$ cat config.mk
export PLATFORM = sky130hd
export DESIGN_NAME = edge_long_press_detector
export DESIGN_NICKNAME = d
export VERILOG_FILES = /design/src/rtl/core/elpd_pkg.sv /design/src/rtl/core/elpd_timer.sv /design/src/rtl/core/edge_long_press_detector.sv
export SDC_FILE = /design/constraint.sdc
export NUM_CORES = 1
export LEC_CHECK = 0
export BUFFER_PORTS_ARGS = -buffer_cell sky130_fd_sc_hd__buf_2
export CORE_MARGIN = 2
export CORE_UTILIZATION = 34
export CTS_BUF_LIST = sky130_fd_sc_hd__clkbuf_8 sky130_fd_sc_hd__clkbuf_16
export DETAILED_ROUTE_END_ITERATION = 7
export PLACE_DENSITY = 0.56
export SYNTH_ARGS = -nofsm -noshare
export SYNTH_HDL_FRONTEND = slang
export SYNTH_SLANG_ARGS = --single-unit
$ cat constraint.sdc
create_clock -name clk -period 5.2 [get_ports clk]
set_input_delay 0.52 -clock clk [delete_from_list [all_inputs] [get_ports clk]]
set_output_delay 0.52 -clock clk [all_outputs]
set_load 0.005 [all_outputs]
$ cat src/rtl/core/elpd_pkg.sv
// elpd_pkg: shared codes, widths and control structs for the edge long press detector
// no dependencies; imported by elpd_timer, edge_long_press_detector, long_press_checker and tb_top
package elpd_pkg;

  // input action codes
  localparam logic [1:0] ACT_FALLING = 2'd0;
  localparam logic [1:0] ACT_RISING  = 2'd1;
  localparam logic [1:0] ACT_TICK    = 2'd2;

  // reported event codes
  localparam logic [1:0] EV_FALLING    = 2'd0;
  localparam logic [1:0] EV_RISING     = 2'd1;
  localparam logic [1:0] EV_LONG_PRESS = 2'd2;
  localparam logic [1:0] EV_RELEASE    = 2'd3;

  // long press arming edge codes
  localparam logic [1:0] LPE_NONE    = 2'd0;
  localparam logic [1:0] LPE_FALLING = 2'd1;
  localparam logic [1:0] LPE_RISING  = 2'd2;

  // configuration register indexes and port widths
  localparam int CFG_IDX_W  = 2;
  localparam int CFG_DATA_W = 16;
  localparam logic [CFG_IDX_W-1:0] REG_LP_EDGE    = 2'd0;
  localparam logic [CFG_IDX_W-1:0] REG_LP_TIMEOUT = 2'd1;
  localparam logic [CFG_IDX_W-1:0] REG_REPEAT     = 2'd2;
  localparam logic [CFG_IDX_W-1:0] REG_BOTH_EDGES = 2'd3;

  // timer control from the front end
  typedef struct packed {
    logic arm;
    logic tick;
    logic level;
  } tmr_ctrl_t;

  // timer status back to the front end
  typedef struct packed {
    logic fire;
  } tmr_stat_t;

endpackage

$ cat src/rtl/core/elpd_timer.sv
// elpd_timer: long press countdown with held level and repeat reload
// depends on elpd_pkg for the control and status structs
module elpd_timer #(
  parameter int TICK_COUNT_WIDTH = 16
) (
  input  logic                           clk,
  input  logic                           rst_n,
  input  elpd_pkg::tmr_ctrl_t            ctrl,
  input  logic [elpd_pkg::CFG_DATA_W-1:0] timeout,
  input  logic [elpd_pkg::CFG_DATA_W-1:0] repeat_ival,
  output elpd_pkg::tmr_stat_t            stat
);
  import elpd_pkg::*;

  localparam int CW = TICK_COUNT_WIDTH;
  localparam int LW = (CW > CFG_DATA_W) ? CW : CFG_DATA_W;
  localparam logic [LW-1:0] CMAX = LW'({CW{1'b1}});

  logic          running_r, running_nxt;
  logic          held_r, held_nxt;
  logic [CW-1:0] ticks_r, ticks_nxt;
  logic [CW-1:0] load_timeout;
  logic [CW-1:0] load_repeat;
  logic [LW-1:0] ext_timeout;
  logic [LW-1:0] ext_repeat;
  logic          expire;

  // load values saturate to the counter range
  assign ext_timeout  = LW'(timeout);
  assign ext_repeat   = LW'(repeat_ival);
  assign load_timeout = (ext_timeout > CMAX) ? CW'(CMAX) : CW'(ext_timeout);
  assign load_repeat  = (ext_repeat > CMAX) ? CW'(CMAX) : CW'(ext_repeat);

  // a count of one or zero on a tick means expiry
  assign expire    = ctrl.tick && running_r && (ticks_r <= CW'(1));
  assign stat.fire = expire && (ctrl.level == held_r);

  // next countdown state
  always_comb begin
    running_nxt = running_r;
    held_nxt    = held_r;
    ticks_nxt   = ticks_r;
    if (ctrl.arm) begin
      held_nxt    = ctrl.level;
      ticks_nxt   = load_timeout;
      running_nxt = 1'b1;
    end else if (ctrl.tick && running_r) begin
      if (!expire) begin
        ticks_nxt = ticks_r - CW'(1);
      end else if (ctrl.level != held_r) begin
        ticks_nxt   = '0;
        running_nxt = 1'b0;
      end else if (repeat_ival != '0) begin
        ticks_nxt = load_repeat;
      end else begin
        ticks_nxt   = '0;
        running_nxt = 1'b0;
      end
    end
  end

  // state registers
  always_ff @(posedge clk) begin
    if (!rst_n) begin
      running_r <= 1'b0;
      held_r    <= 1'b0;
      ticks_r   <= '0;
    end else begin
      running_r <= running_nxt;
      held_r    <= held_nxt;
      ticks_r   <= ticks_nxt;
    end
  end

endmodule

$ cat src/rtl/core/edge_long_press_detector.sv
// edge_long_press_detector: edge reporting, long press timing and release swallowing
// depends on elpd_pkg and elpd_timer
// a result is registered into out_event_kind in the cycle after its item transfer
// throughput: one item per cycle while out_ready is high; the single output register is refilled while drained
// items that yield no result (idle ticks, action code 3) are taken without output
// reset (synchronous, rst_n low): timer stopped, flags clear, output empty,
// registers at long_press_edge 0, timeout 0, repeat 0, both_edges_watched 1
module edge_long_press_detector #(
  parameter int TICK_COUNT_WIDTH = 16
) (
  input  logic                             clk,
  input  logic                             rst_n,
  input  logic                             cfg_we,
  input  logic [elpd_pkg::CFG_IDX_W-1:0]   cfg_index,
  input  logic [elpd_pkg::CFG_DATA_W-1:0]  cfg_wdata,
  input  logic                             in_valid,
  output logic                             in_ready,
  input  logic [1:0]                       in_action,
  input  logic                             in_line_level,
  output logic                             out_valid,
  input  logic                             out_ready,
  output logic [1:0]                       out_event_kind
);
  import elpd_pkg::*;

  logic [1:0]            lp_edge_r;
  logic [CFG_DATA_W-1:0] timeout_r;
  logic [CFG_DATA_W-1:0] repeat_r;
  logic                  both_r;
  logic                  swallow_r, swallow_nxt;
  logic                  out_valid_r, out_valid_nxt;
  logic [1:0]            kind_r, kind_nxt;
  logic                  accept, is_edge, is_tick, release_ev, edge_match, has_res;
  tmr_ctrl_t             tctrl;
  tmr_stat_t             tstat;

  // configuration registers
  always_ff @(posedge clk) begin
    if (!rst_n) begin
      lp_edge_r <= LPE_NONE;
      timeout_r <= '0;
      repeat_r  <= '0;
      both_r    <= 1'b1;
    end else if (cfg_we) begin
      case (cfg_index)
        REG_LP_EDGE:    lp_edge_r <= cfg_wdata[1:0];
        REG_LP_TIMEOUT: timeout_r <= cfg_wdata;
        REG_REPEAT:     repeat_r  <= cfg_wdata;
        REG_BOTH_EDGES: both_r    <= cfg_wdata[0];
        default:        ;
      endcase
    end
  end

  // transfer when the output register is empty or draining
  assign in_ready = !out_valid_r || out_ready;
  assign accept   = in_valid && in_ready;
  assign is_edge  = (in_action == ACT_FALLING) || (in_action == ACT_RISING);
  assign is_tick  = (in_action == ACT_TICK);

  // edge decode
  assign release_ev = is_edge && swallow_r;
  assign edge_match = (in_action == ACT_FALLING) ? (lp_edge_r == LPE_FALLING)
                                                 : (lp_edge_r == LPE_RISING);

  // timer control
  assign tctrl.arm   = accept && is_edge && !swallow_r && edge_match && (timeout_r != '0);
  assign tctrl.tick  = accept && is_tick;
  assign tctrl.level = in_line_level;

  elpd_timer #(
    .TICK_COUNT_WIDTH(TICK_COUNT_WIDTH)
  ) u_timer (
    .clk        (clk),
    .rst_n      (rst_n),
    .ctrl       (tctrl),
    .timeout    (timeout_r),
    .repeat_ival(repeat_r),
    .stat       (tstat)
  );

  // swallow flag and result selection
  always_comb begin
    swallow_nxt = swallow_r;
    if (accept && release_ev) begin
      swallow_nxt = 1'b0;
    end else if (tstat.fire && both_r) begin
      swallow_nxt = 1'b1;
    end
    has_res = accept && (is_edge || tstat.fire);
    if (release_ev) begin
      kind_nxt = EV_RELEASE;
    end else if (in_action == ACT_FALLING) begin
      kind_nxt = EV_FALLING;
    end else if (in_action == ACT_RISING) begin
      kind_nxt = EV_RISING;
    end else begin
      kind_nxt = EV_LONG_PRESS;
    end
    if (has_res) begin
      out_valid_nxt = 1'b1;
    end else if (out_ready) begin
      out_valid_nxt = 1'b0;
    end else begin
      out_valid_nxt = out_valid_r;
    end
  end

  // control registers
  always_ff @(posedge clk) begin
    if (!rst_n) begin
      swallow_r   <= 1'b0;
      out_valid_r <= 1'b0;
    end else begin
      swallow_r   <= swallow_nxt;
      out_valid_r <= out_valid_nxt;
    end
  end

  // result payload
  always_ff @(posedge clk) begin
    if (has_res) begin
      kind_r <= kind_nxt;
    end
  end

  assign out_valid      = out_valid_r;
  assign out_event_kind = kind_r;

endmodule

# [After elaboration in Yosys (flattened, before gate mapping)]
# Index checks and enable logic that the tools add are counted.
[op_classes] add_sub_neg=1 order_cmp=3 n_eq_ne=10 muxes=17 bitwise_logic=1 reduce_logical=31
[ops] cell="2-to-1 mux 16 bit" n=7
[ops] cell="greater-than comparator 16 bit, second input constant" n=2
[ops] cell="nonzero test 16 bit" n=2
[ops] cell="<= comparator 16 x 1 -> 1 bit, second input constant" n=1
[ops] cell="subtractor 16 x 1 -> 16 bit, second input constant" n=1
[ops] cell="logical AND 1 bit" n=13
[ops] cell="equality test 2 bit, second input constant" n=4
[ops] cell="2-to-1 mux 1 bit" n=8
[ops] cell="AND reduction 2 bit" n=4
[ops] cell="equality test 2 x 1 -> 1 bit, second input constant" n=3
[ops] cell="nonzero test 2 bit" n=3
[ops] cell="zero test 2 bit" n=2
[ops] cell="2-to-1 mux 2 bit" n=2
[ops] cell="logical OR 1 bit" n=3
[ops] cell="!= test 3 x 2 -> 1 bit, second input constant" n=1
[ops] cell="AND reduction 3 bit" n=1
[ops] cell="zero test 1 bit" n=2
[ops] cell="OR reduction 2 bit" n=1
[ops] cell="equality test 1 bit" n=1
[ops] cell="!= test 1 bit" n=1
[ops] cell="inverter 1 bit" n=1
[word_totals] regBits=57 output_inout_bits=4 word_cells=73

# [Depth between registers and ports, before layout]
[logic_depth] ltp_word=10 mapped_depth=8 ltp_nobuf=7

# [Cells and area by module]
# A second synthesis with hierarchy kept.
[unflattened] hier_cells=360 area_unflattened_um2=2922.8
[by_module_without_submodules] mod="edge_long_press_detector" instances=1 cells_per_inst=180 area_per_inst_um2=1586.5
[by_module_without_submodules] mod="elpd_timer" instances=1 cells_per_inst=180 area_per_inst_um2=1336.3

# [Worst setup path before layout]
# No wires, ideal clock.
[synth_timing] path_kind="input -> register" from="in out_ready" to="reg u_timer.ticks_r[1]" t_arrival_ns=1.983 slack_ns=3.100 path_stages=8 n_path_buf=3 path_cell_list="nand2b_1 -> clkbuf_1 -> o2111a_1 -> and2_1 -> clkbuf_1 -> clkbuf_1 -> a211oi_1 -> a32o_1"
[synth_between] elab_chain_len=8 word_cells_on_any_way=13 classes_between="mux (3); reduce/logical (10)"
[synth_rtl] element="start, declared" line_no="edge_long_press_detector.sv:21" text="input logic out_ready,"
[synth_rtl] element="logical OR 1 bit (*)" line_no="edge_long_press_detector.sv:56" text="assign in_ready = !out_valid_r || out_ready;"
[synth_rtl] element="via in_ready" line_no="edge_long_press_detector.sv:17" text="output logic in_ready,"
[synth_rtl] element="logical AND 1 bit (*)" line_no="edge_long_press_detector.sv:57" text="assign accept = in_valid && in_ready;"
[synth_rtl] element="logical AND 1 bit" line_no="edge_long_press_detector.sv:68" text="assign tctrl.tick = accept && is_tick;"
[synth_rtl] element="logical AND 1 bit" line_no="elpd_timer.sv:35, elpd_timer.sv:47"
[synth_rtl] element="logical AND 1 bit" line_no="elpd_timer.sv:35" text="assign expire = ctrl.tick && running_r && (ticks_r <= CW'(1));"
[synth_rtl] element="2-to-1 mux 16 bit" line_no="elpd_timer.sv:48" text="if (!expire) begin"
[synth_rtl] element="2-to-1 mux 16 bit" line_no="elpd_timer.sv:47" text="end else if (ctrl.tick && running_r) begin"
[synth_rtl] element="2-to-1 mux 16 bit" line_no="elpd_timer.sv:43" text="if (ctrl.arm) begin"
[synth_rtl] element="end signal, assigned" line_no="elpd_timer.sv:71" text="ticks_r <= ticks_nxt;"
[synth_rtl] element="end, declared" line_no="elpd_timer.sv:21" text="logic [CW-1:0] ticks_r, ticks_nxt;"
# Mark *: on every way through the listed nets, which the timed path passes. The rest lies on a longest branch. The select of a mux whose other input is x is not followed.
# A chain may end at the register's enable or synchronous reset.

# [Final worst setup path]
[layout_timing] from="reg u_timer.ticks_r[0]" to="reg u_timer.ticks_r[14]"
[layout_between] elab_chain_len=5 word_cells_on_any_way=6 classes_between="add/sub (1); order compare (1); mux (3); reduce/logical (1)"
[layout_rtl] element="<= comparator 16 x 1 -> 1 bit" line_no="elpd_timer.sv:35"
[layout_rtl] element="logical AND 1 bit" line_no="elpd_timer.sv:35"
[layout_rtl] element="2-to-1 mux 16 bit (*)" line_no="elpd_timer.sv:48"
[layout_rtl] element="2-to-1 mux 16 bit (*)" line_no="elpd_timer.sv:47"
[layout_rtl] element="2-to-1 mux 16 bit (*)" line_no="elpd_timer.sv:43"
# Every way passes the cells marked *; elsewhere a longest branch is shown, timed or not. The select of a mux whose other input is x is not followed.

==> impl_metrics.env <==
export IMPL_synth_avg_cell_area_sq_um=7.82
export IMPL_synth_flop_cell="dfxtp_1"
export IMPL_max_slew_margin=0.287
export IMPL_nNetsFinal=418
export IMPL_cts_root_buffer="clkbuf_8"
export IMPL_setup_viol=0
export IMPL_worstHoldPathType="primary input to flop"
export IMPL_path_clk_slew_ps=70
export IMPL_setup_tns_ps=0
export IMPL_core_sq_um=8220
export IMPL_fp_dieH_um=96.2
export IMPL_finalHoldViolCount=0
export IMPL_p_switching_uw=247
export IMPL_cts_hold_buffers=0
export IMPL_grt_pass1_vias=2634
export IMPL_die_area_sq_um=9260
export IMPL_grt_first_pass_wirelength_mm=13.3
export IMPL_yosysWarningCount=0
export IMPL_criticalPathCategory="flop to flop"
export IMPL_utilization=0.397
export IMPL_cts_sinks=57
export IMPL_wl_per_cell_um=16.0
export IMPL_seqPwrFrac=0.507
export IMPL_track_usage=0.188
export IMPL_area_growth_pct=12.8
export IMPL_powerDensity_nw_per_um2=277
export IMPL_p_leak_uw=0.00119
export IMPL_synth_edf_count=2
export IMPL_cts_buffers=9
export IMPL_grt_remaining_overflow=0
export IMPL_p_int_uw=659
export IMPL_fp_dieW_um=96.2
export IMPL_routed_via_count=2715
export IMPL_async_flop_share=0
export IMPL_drtPass1Iterations=5
export IMPL_syn_num_nets=398
export IMPL_crit_path_end_kind="flop"
export IMPL_gp_congestion=0.859
export IMPL_cts_resized=0
export IMPL_cp_start_kind="flop"
export IMPL_drv_slew=0
export IMPL_rows=33
export IMPL_fill_cells=871
export IMPL_initialDrtViolationCount=256
export IMPL_pin_count=30
export IMPL_cp_max_fo=6
export IMPL_worstPathRequired_ps=5410
export IMPL_placed_area_sq_um=3090
export IMPL_drc=0
export IMPL_synth_seq_area_share=0.401
export IMPL_clock_fmax_mhz=415
export IMPL_total_power_uw=906
export IMPL_n_antenna_cell=0
export IMPL_clockBufferDepth=2
export IMPL_swShare=0.273
export IMPL_cap_violations=0
export IMPL_rsz0062_at_grt="no"
export IMPL_critPathArrivalTime_ps=2620
export IMPL_syn_inst=370
export IMPL_insertion_delay_ps=340
export IMPL_grt_max_degree=45
export IMPL_post_cts_buffers=0
export IMPL_routed_wl_mm=8.00
export IMPL_power_frac_clock=0.406
export IMPL_timing_hold_ws_ps=425
export IMPL_ir_drop_mv=0.189
export IMPL_synth_seq_cells=57
export IMPL_start_util=0.352
export IMPL_viasPerCell=5.44
export IMPL_comb_power_share=0.087
export IMPL_synthesis_area_sq_um=2890
export IMPL_ant_nets=0
export IMPL_status="completed"
export IMPL_fin_skew_ps=8.20
export IMPL_ys_types=47
export IMPL_dp_hpwl_mm=5.68
export IMPL_design_area_sq_um=3260
export IMPL_period_needed_ps=2410
export IMPL_worst_slew_pin_slew_ps=1070
export IMPL_min_period_over_period=0.464
export IMPL_drive_gt1_frac=0.132
export IMPL_numPortBuffers=29
export IMPL_antenna_found_initial=0
export IMPL_cts_htree_levels=3
export IMPL_cts_tree="built"
## layout make-up
type / count / area [sq um] / area share
Multi-Input combinational cell: 283 / 1610 / 0.494
Tap cell: 105 / 131 / 0.0402
Timing Repair Buffer: 31 / 160 / 0.0491
Clock inverter: 5 / 32.5 / 0.00997
Clock buffer: 10 / 138 / 0.0422
Sequential cell: 57 / 1160 / 0.356
Inverter: 8 / 30.0 / 0.00920
## cells in the mapped netlist (2+ instances only)
master | number | area share
a211oi_1 | 9 | 0.023
a21oi_1 | 41 | 0.071
a221o_1 | 2 | 0.0069
a22o_1 | 5 | 0.015
a31oi_1 | 3 | 0.0065
a32o_1 | 2 | 0.0069
a32oi_1 | 4 | 0.012
a41oi_1 | 2 | 0.0061
and2_1 | 2 | 0.0043
and3b_1 | 3 | 0.0091
clkbuf_1 | 20 | 0.026
dfxtp_1 | 55 | 0.38
edfxtp_1 | 2 | 0.021
ha_1 | 2 | 0.0086
inv_1 | 7 | 0.0091
mux2i_1 | 8 | 0.028
nand2_1 | 95 | 0.12
nand2b_1 | 2 | 0.0043
nand3_1 | 13 | 0.022
nand4_1 | 7 | 0.015
nor2_1 | 16 | 0.021
nor3_1 | 7 | 0.012
nor3b_1 | 3 | 0.0078
nor4_1 | 11 | 0.024
o2111a_1 | 2 | 0.0078
o21ai_0 | 16 | 0.028
xnor2_1 | 7 | 0.021
xor2_1 | 5 | 0.015
## registers in the layout (all words and copies together) (netlist names), 2 cells and up
name,count
out_event_kind,2
repeat_r,16
timeout_r,16
lp_edge_r,2
u_timer.ticks_r,16
## cell usage in the layout, fill, tap and decap left out, types with 3 or more instances in the layout
master,n
nand2_1,95
dfxtp_1,55
a21oi_1,41
buf_2,29
nor2_1,16
o21ai_0,16
nand3_1,13
nor4_1,11
clkbuf_8,10
a211oi_1,9
mux2i_1,8
xnor2_1,7
nor3_1,7
inv_1,7
nand4_1,7
xor2_1,5
a22o_1,5
a32oi_1,4
and3b_1,3
nor3b_1,3
a31oi_1,3
clkinvlp_4,3
## logic make-up (layout without fill, tap and decap cells)
kind of cell               Yosys count  after routing  share of synthesized area
xor gates and xnor gates            12             12                     0.0363
AOI/OAI and AO/OA                   93             93                      0.211
and+or+nand+nor                    168            168                      0.274
adders and majority gates            2              2                    0.00865
buffers and inverters               30             54                     0.0415
muxes                                8              8                     0.0277
DFF                                 57             57                      0.401
## worst max-delay path, stage by stage (launching register included)
cell and delay [ps]:
dfxtp_1 370, inv_1 100, ha_1 280, nor3b_1 850
nand4_1 230, xnor2_1 200, a32oi_1 160, o21ai_0 100
## through the flow
stage / setup WS [ps] / cells
6_report: 2790 / 499
4_1_cts: 2840 / 499
5_1_grt: 2630 / 499
3_3_place_gp: 2710 / 484
2_1_floorplan: 3100 / 370
3_5_place_dp: 2640 / 484
## metal layers
metal | vias up | global-route usage | wire (um)
li1 | 1360 | - | -
met1 | 1284 | 0.264 | 3910
met2 | 61 | 0.280 | 3650
met3 | 10 | 0.0399 | 330
met4 | 0 | 0.0726 | 114
met5 | - | 0 | 0
## power groups by stage
stage / logic (uW) / registers [uW] / clock network [uW]
after floorplan: 51.6 / 465 / 0
after global placement: 78.4 / 469 / 0
after detailed placement: 79.0 / 469 / 0
after CTS: 79.4 / 459 / 372
after global routing: 89.6 / 460 / 389
final: 79.0 / 459 / 367
## final timing paths
path	from	to	slack, ps	cells after the start
min reg2reg	u_timer.held_r	u_timer.held_r	470	2
max	u_timer.ticks_r[0]	u_timer.ticks_r[14]	2790	7
min	cfg_wdata[2]	timeout_r[2]	420	3
max reg2reg	u_timer.ticks_r[0]	u_timer.ticks_r[14]	2790	7
Note: power is estimated with default switching activity, not from simulation.
